<file path="config.mk">
export PLATFORM = sky130hd
export DESIGN_NAME = q2r_div
export DESIGN_NICKNAME = d
export VERILOG_FILES = /design/src/design/q2r_pkg.sv /design/src/design/q2r_div.sv
export SDC_FILE = /design/constraint.sdc
export NUM_CORES = 2
export LEC_CHECK = 0
export BUFFER_PORTS_ARGS = -buffer_cell sky130_fd_sc_hd__buf_2
export CELL_PAD_IN_SITES_DETAIL_PLACEMENT = 0
export CELL_PAD_IN_SITES_GLOBAL_PLACEMENT = 1
export CORE_MARGIN = 5
export CORE_UTILIZATION = 35
export CTS_BUF_LIST = sky130_fd_sc_hd__clkbuf_8
export DETAILED_ROUTE_END_ITERATION = 8
export PLACE_DENSITY_LB_ADDON = 0.15
export SYNTH_ARGS = -nofsm -noshare
export SYNTH_HDL_FRONTEND = slang
export SYNTH_SLANG_ARGS = --single-unit
</file>
<file path="constraint.sdc">
create_clock -name clk_i -period 4.4 [get_ports clk_i]
set_input_delay 0.66 -clock clk_i [delete_from_list [all_inputs] [get_ports clk_i]]
set_output_delay 0.66 -clock clk_i [all_outputs]
set_load 0.02 [all_outputs]
</file>
<file path="src/design/q2r_pkg.sv">
`timescale 1ns / 1ps
package q2r_pkg;
  localparam int unsigned InW  = 16;
  localparam int unsigned NumW = 35;
  localparam int unsigned NW   = 34;
  localparam int unsigned NEnt = 9;
  localparam logic signed [InW-1:0] SatMax = 16'sh7fff;
  localparam logic signed [InW-1:0] SatMin = 16'sh8000;
  typedef logic signed [NumW-1:0] num_t;
endpackage

</file>
<file path="src/design/q2r_div.sv">
`timescale 1ns / 1ps
// Pipelined restoring divider: q = round(mag * 2^FRAC_BITS / n), one quotient bit per stage.
module q2r_div #(
  parameter int unsigned FRAC_BITS = 14
) (
  input  logic                          clk_i,
  input  logic                          en_i,
  input  logic [q2r_pkg::NW-1:0]        mag_i,
  input  logic [q2r_pkg::NW-1:0]        n_i,
  input  logic                          neg_i,
  output logic signed [q2r_pkg::InW-1:0] res_o
);
  localparam int unsigned QB = FRAC_BITS + 2;
  localparam int unsigned RW = q2r_pkg::NW + 1;
  localparam int unsigned CW = QB + 17;
  logic [RW-1:0]             rem_q [QB+1];
  logic [q2r_pkg::NW-1:0]    den_q [QB+1];
  logic [QB-1:0]             quo_q [QB+1];
  logic                      neg_q [QB+1];
  logic [RW-1:0]             den_ext [QB];
  logic [RW-1:0]             sh_rem [QB];
  logic [CW-1:0]             qr;
  logic [CW-1:0]             qs;

  always_comb begin
    rem_q[0] = {1'b0, mag_i};
    den_q[0] = n_i;
    quo_q[0] = '0;
    neg_q[0] = neg_i;
  end

  for (genvar s = 0; s < QB; s++) begin : g_stage
    assign den_ext[s] = {1'b0, den_q[s]};
    assign sh_rem[s] = (s == 0) ? rem_q[s] : {rem_q[s][RW-2:0], 1'b0};
    always_ff @(posedge clk_i) begin
      if (en_i) begin
        den_q[s+1] <= den_q[s];
        neg_q[s+1] <= neg_q[s];
        if (sh_rem[s] >= den_ext[s]) begin
          rem_q[s+1] <= sh_rem[s] - den_ext[s];
          quo_q[s+1] <= {quo_q[s][QB-2:0], 1'b1};
        end else begin
          rem_q[s+1] <= sh_rem[s];
          quo_q[s+1] <= {quo_q[s][QB-2:0], 1'b0};
        end
      end
    end
  end

  // quotient holds floor(2*mag*2^F/n); round half away is (q+1)>>1
  always_comb begin
    qr = (CW'(quo_q[QB]) + CW'(1)) >> 1;
    qs = -qr;
    if (neg_q[QB]) begin
      res_o = (qr > CW'(32768)) ? q2r_pkg::SatMin : q2r_pkg::InW'(qs);
    end else begin
      res_o = (qr > CW'(32767)) ? q2r_pkg::SatMax : q2r_pkg::InW'(qr);
    end
  end
endmodule

</file>
* Yosys cells after proc, flatten, opt, wreduce, memory -nomap -nowiden
Index checks and enable logic that the tools add are counted.
** Operators by class
- Add/subtract/negate cells :: 17
- Order comparisons :: 18
- Multiplexer cells :: 34
** Operators with widths (count)
- 35-bit by 34-bit greater-or-equal comparator with 1-bit output :: 15
- 34-bit 2-to-1 mux :: 15
- 34-bit subtractor :: 15
- 16-bit 2-to-1 mux :: 3
- 34-bit greater-or-equal comparator :: 1
- 16-bit by 1-bit adder with 17-bit output, second input constant :: 1
- 16-bit by 15-bit greater-than comparator with 1-bit output, second input constant :: 1
- 16-bit greater-than comparator, second input constant :: 1
- 1-bit 2-to-1 mux :: 16
- 16-bit negation :: 1
** Storage, ports and cells
- Word-level logic and storage cells :: 145
- Input port bits :: 71
- Register bits after elaboration :: 1172

* Depth between registers and ports, before layout
- Word-level depth :: 4
- Gate-level depth with buffers :: 16
- Depth with buffers taken out :: 14

* Worst setup path before layout
OpenSTA, ideal clock, no wires.
- Path type :: in2reg
- Start point :: in mag_i[0] in the netlist's numbering
- End point :: reg rem_q[526] in the netlist's numbering, data pin
- Stages on the path :: 14
- Slack :: 0.503 ns
- Buffers on the path :: 1
- Data arrival time :: 3.635 ns
- Cell sequence :: inv_1 -> ha_1 -> inv_1 -> fa_1 -> a21o_1 -> a221o_1 -> a221oi_2 -> nor3_1 -> a211o_1 -> o41ai_4 -> o21ai_2 -> a31oi_1 -> buf_4 -> mux2_1
** Between the ends
- Cells in the longest elaborated chain, start to end :: 2
- Elaborated cells between the ends (all ways) :: 3
** RTL lines
- from (decl) :: RTL line q2r_div.sv:8 : input logic [q2r_pkg::NW-1:0] mag_i,
- 34-bit subtractor or 34-bit greater-or-equal comparator (tied branches) :: RTL line q2r_div.sv:40, q2r_div.sv:39
- 34-bit 2-to-1 mux * :: RTL line q2r_div.sv:39 : if (sh_rem[s] >= den_ext[s]) begin
- to (signal, indexed assignment) :: RTL line q2r_div.sv:40 : rem_q[s+1] <= sh_rem[s] - den_ext[s];
- to (signal, indexed assignment) :: RTL line q2r_div.sv:43 : rem_q[s+1] <= sh_rem[s];
- to (decl) :: RTL line q2r_div.sv:16 : logic [RW-1:0] rem_q [QB+1];
Every way passes the cells marked *; elsewhere a longest branch is shown, timed or not.
A chain may end at the register's enable or synchronous reset.

* Final worst setup path
- Start point :: reg quo_q[2] in the netlist's numbering
- End point :: out res_o[8] in the netlist's numbering
** Between the ends
- Cells in the longest elaborated chain, start to end :: 4
- Elaborated cells between the ends (all ways) :: 7
** RTL lines
- from (decl) :: RTL line q2r_div.sv:18 : logic [QB-1:0] quo_q [QB+1];
- from (signal, indexed assignment) :: RTL line q2r_div.sv:41 : quo_q[s+1] <= {quo_q[s][QB-2:0], 1'b1};
- from (signal, indexed assignment) :: RTL line q2r_div.sv:44 : quo_q[s+1] <= {quo_q[s][QB-2:0], 1'b0};
- 16-bit by 1-bit adder with 17-bit output * :: RTL line q2r_div.sv:52 : qr = (CW'(quo_q[QB]) + CW'(1)) >> 1;
- 16-bit negation (tied with other cells) :: RTL line q2r_div.sv:53 : qs = -qr;
- 16-bit 2-to-1 mux (on tied branches) :: RTL line q2r_div.sv:55, q2r_div.sv:57
- 16-bit 2-to-1 mux * :: RTL line q2r_div.sv:54 : if (neg_q[QB]) begin
- to (decl) :: RTL line q2r_div.sv:11 : output logic signed [q2r_pkg::InW-1:0] res_o
Marked as above.

==> flow_metrics.tcl <==
set metrics [dict create \
    status "finished, final reports clean" \
    worst_slack_ns 0.126 \
    dieArea_um2 208000 \
    grt_start_max_net_pins 115 \
    skew_ns 0.0601 \
    first_iter_violations 2238 \
    crit_type "reg2out" \
    die_w_um 456 \
    ys_warn_count 0 \
    tightestPinTransition_ns 1.01 \
    final_antenna_net_count 0 \
    cts_tree "yes" \
    drc_errors 0 \
    ios 87 \
    wire_per_inst_um 17.2 \
    grt_overflow_total 0 \
    clk_pin_slew_ns 0.06 \
    drt-met1-wl_um 59900 \
    rsz0062_at_grt "true" \
    vias 47638 \
    dpl_worst_slack_ns -0.115 \
    yosysUniqueCellTypes 96 \
    fmax_mhz 234 \
    holdWs_ns 0.151 \
    place.gp.congestion 0.886 \
    ys.flop_type "edfxtp_1" \
    p_leak_nw 33.2 \
    syn_inst 6379 \
    root_buffer "clkbuf_8" \
    grt_usage 0.156 \
    fp-row-count 163 \
    max_cap_viol_count 0 \
    ir_drop_v 0.000332 \
    synth_seq_cells 1172 \
    syn_area_um2 69600 \
    min_period_ns 4.27 \
    drive_above_1_share 0.115 \
    endpoint_kind "primary output" \
    dr.pass1.iters 5 \
    wirelength_um 165000 \
    area_growth_pct 14.1 \
    crit_fanout 4 \
    slew_viol_final 0 \
    hold_class "in2reg" \
    avgSynthCellArea_um2 10.9 \
    grt_pass1_wl_um 261000 \
    cp.arrival_ns 3.61 \
    die_y_um 456 \
    port_buffers 86 \
    r2r_start "rem_q[315]$_SDFFCE_PN0P_" \
    highest-signal-layer "met4" \
    crit_start "quo_q[2]$_DFFE_PP_" \
    fill_cells 19151 \
    core_um2 198000 \
    viasPerCell 4.96 \
    synth_nets 7011 \
    grt_pass1_vias 49716 \
    synthArstFlopShare 0 \
    hold_viol 0 \
    synth-seq-area-share 0.506 \
    holdCritStartpoint "en_i" \
    clockBufferDepth 3 \
    synth_edf_count 1172 \
    clock-sinks 1172 \
    numCtsBuffers 216 \
    multiInputGateArea_um2 31500 \
    regArea_um2 35200 \
    antenna_found_initial 2 \
    clk_latency_ns 0.97 \
    required_ns 3.74 \
    wl_met2_um 89500 \
    initial_core_util 0.352 \
    routed-wl-met3_um 4470 \
    setup_violations 0 \
    fin_crit_sh 0.971 \
    nets 7428 \
    start_kind "flip-flop" \
    power.density_nw_per_um2 689 \
    relSlewSlack 0.323 \
    htree_levels 4 \
    hpwl_um 129000 \
]
[kinds of logic (layout without fill, tap and decap cells)]
family                     after synthesis  in the layout  synth area share
DFF                                   1172           1172             0.506
AOI/OAI and AO/OA                     1795           1795             0.163
adders and majority gates              561            561             0.102
muxes                                  206            206            0.0335
buffers and inverters                  835           1417            0.0465
xor gates and xnor gates               452            452            0.0569
and+or+nand+nor                       1358           1358            0.0916
other                                    0              1                 0
[registers in the layout (all words and copies together), names as in the netlist]
| register | flops |
|---|---|
| den_ext | 510 |
| neg_q | 16 |
| rem_q | 510 |
| quo_q | 136 |
[stage by stage]
step | cells | util | total power, W | instance area [µm²] | TNS (ns)
after floorplan | 6379 | - | 0.0377 | 69600 | 0
after global placement | 9111 | 0.376 | 0.0452 | 74300 | -0.112
after detailed placement | 9111 | 0.376 | 0.0453 | 74300 | -0.115
after CTS | 9592 | 0.401 | 0.0554 | 79300 | -0.145
after global routing | 9602 | 0.402 | 0.0591 | 79400 | -0.674
final | 9602 | 0.402 | 0.0547 | 79400 | 0
[area by class of cell]
cell class	count	share of cell area
Antenna cell	1	0.0000315
Clock buffer	217	0.0376
Clock inverter	166	0.0112
Inverter	686	0.0324
Multi-Input combinational cell	4372	0.396
Sequential cell	1172	0.443
Tap cell	2640	0.0416
Timing Repair Buffer	348	0.0377
[worst max-delay path: stages, from the launching register on]
cell and delay (ns):
edfxtp_1 0.50, buf_4 0.20, and4_1 0.21, and4_2 0.28, o31ai_2 0.26, nand2_4 0.08, and2b_2 0.25, nand3_4 0.09
o21ai_4 0.20, buf_6 0.15, nor2_4 0.04, a2111oi_2 0.20, buf_2 0.22
[cell usage after synthesis (12+ instances only)]
library cell	number	share of area
a211o_1	21	0.0026
a211oi_1	29	0.0031
a21boi_0	16	0.0017
a21o_1	307	0.033
a21oi_1	538	0.039
a31o_2	14	0.0018
a31oi_1	49	0.0044
and2_1	29	0.0026
and3_1	50	0.0045
and4_1	14	0.0018
buf_2	29	0.0021
clkbuf_1	101	0.0054
edfxtp_1	1172	0.51
fa_1	15	0.0043
ha_1	546	0.098
inv_1	685	0.037
mux2_1	20	0.0032
mux2_2	169	0.027
nand2_1	470	0.025
nand2b_1	64	0.0058
nand3_1	105	0.0076
nand4_1	87	0.0078
nor2_1	335	0.018
nor2b_1	65	0.0058
nor3_1	62	0.0045
nor4_1	19	0.0017
o211ai_1	23	0.0025
o21a_1	61	0.0066
o21ai_0	411	0.030
o21ai_1	40	0.0029
o21bai_1	62	0.0067
o31a_1	12	0.0015
o31ai_1	40	0.0043
or2_2	14	0.0013
or3_1	15	0.0013
xnor2_1	276	0.035
xor2_1	176	0.022
[per-layer routing]
layer,global-route usage,vias to the layer above
met5,0,-
met3,0.0226,439
met2,0.307,721
met4,0.102,0
met1,0.149,22269
li1,-,24209
[power by group]
| part | internal (W) | total, W | switching [W] |
|---|---|---|---|
| Sequential | 0.0167 | 0.0184 | 0.00161 |
| Combinational | 0.0120 | 0.0269 | 0.0149 |
| Clock | 0.00483 | 0.00947 | 0.00464 |
| Total | 0.0336 | 0.0547 | 0.0211 |
[final timing paths]
kind,slack (ns),to,depth (start not counted)
worst max-delay path,0.13,res_o[8],12
worst min-delay path,0.15,rem_q[37]$_DFFE_PP_,1
worst max register to register,0.20,rem_q[312]$_DFFE_PP_,11
worst min register to register,0.41,neg_q[1]$_DFFE_PP_,0
[cell usage in the layout, fill, tap and decap left out, types with 41 or more instances in the layout]
cell              n
ha_1            544
o21ai_1          41
buf_4           167
o21a_1           61
nand2_1         468
nand2b_1         64
nor3_1           61
edfxtp_1       1172
nand3_1         101
a21oi_1         537
buf_2            77
and3_1           48
inv_1           754
xor2_1          172
xnor2_1         274
nand4_1          87
nor2b_1          65
o21ai_0         406
mux2_2          169
o21bai_1         62
nor2_1          334
a21o_1          307
a31oi_1          47
dlygate4sd3_1    69
clkbuf_8        217
clkinv_1         63
[what timing repair did]
action | 4_1_cts | 5_1_grt
setup endpoints to repair | 16 | 14
gates cloned | 0 | 0
buffers inserted | 30 | 10
pin swaps | 8 | 9
endpoints found under the hold margin | 69 | 0
hold buffers | 69 | 0
resized for setup | 35 | 26
No activity file was read; power rests on OpenSTA's default activity.
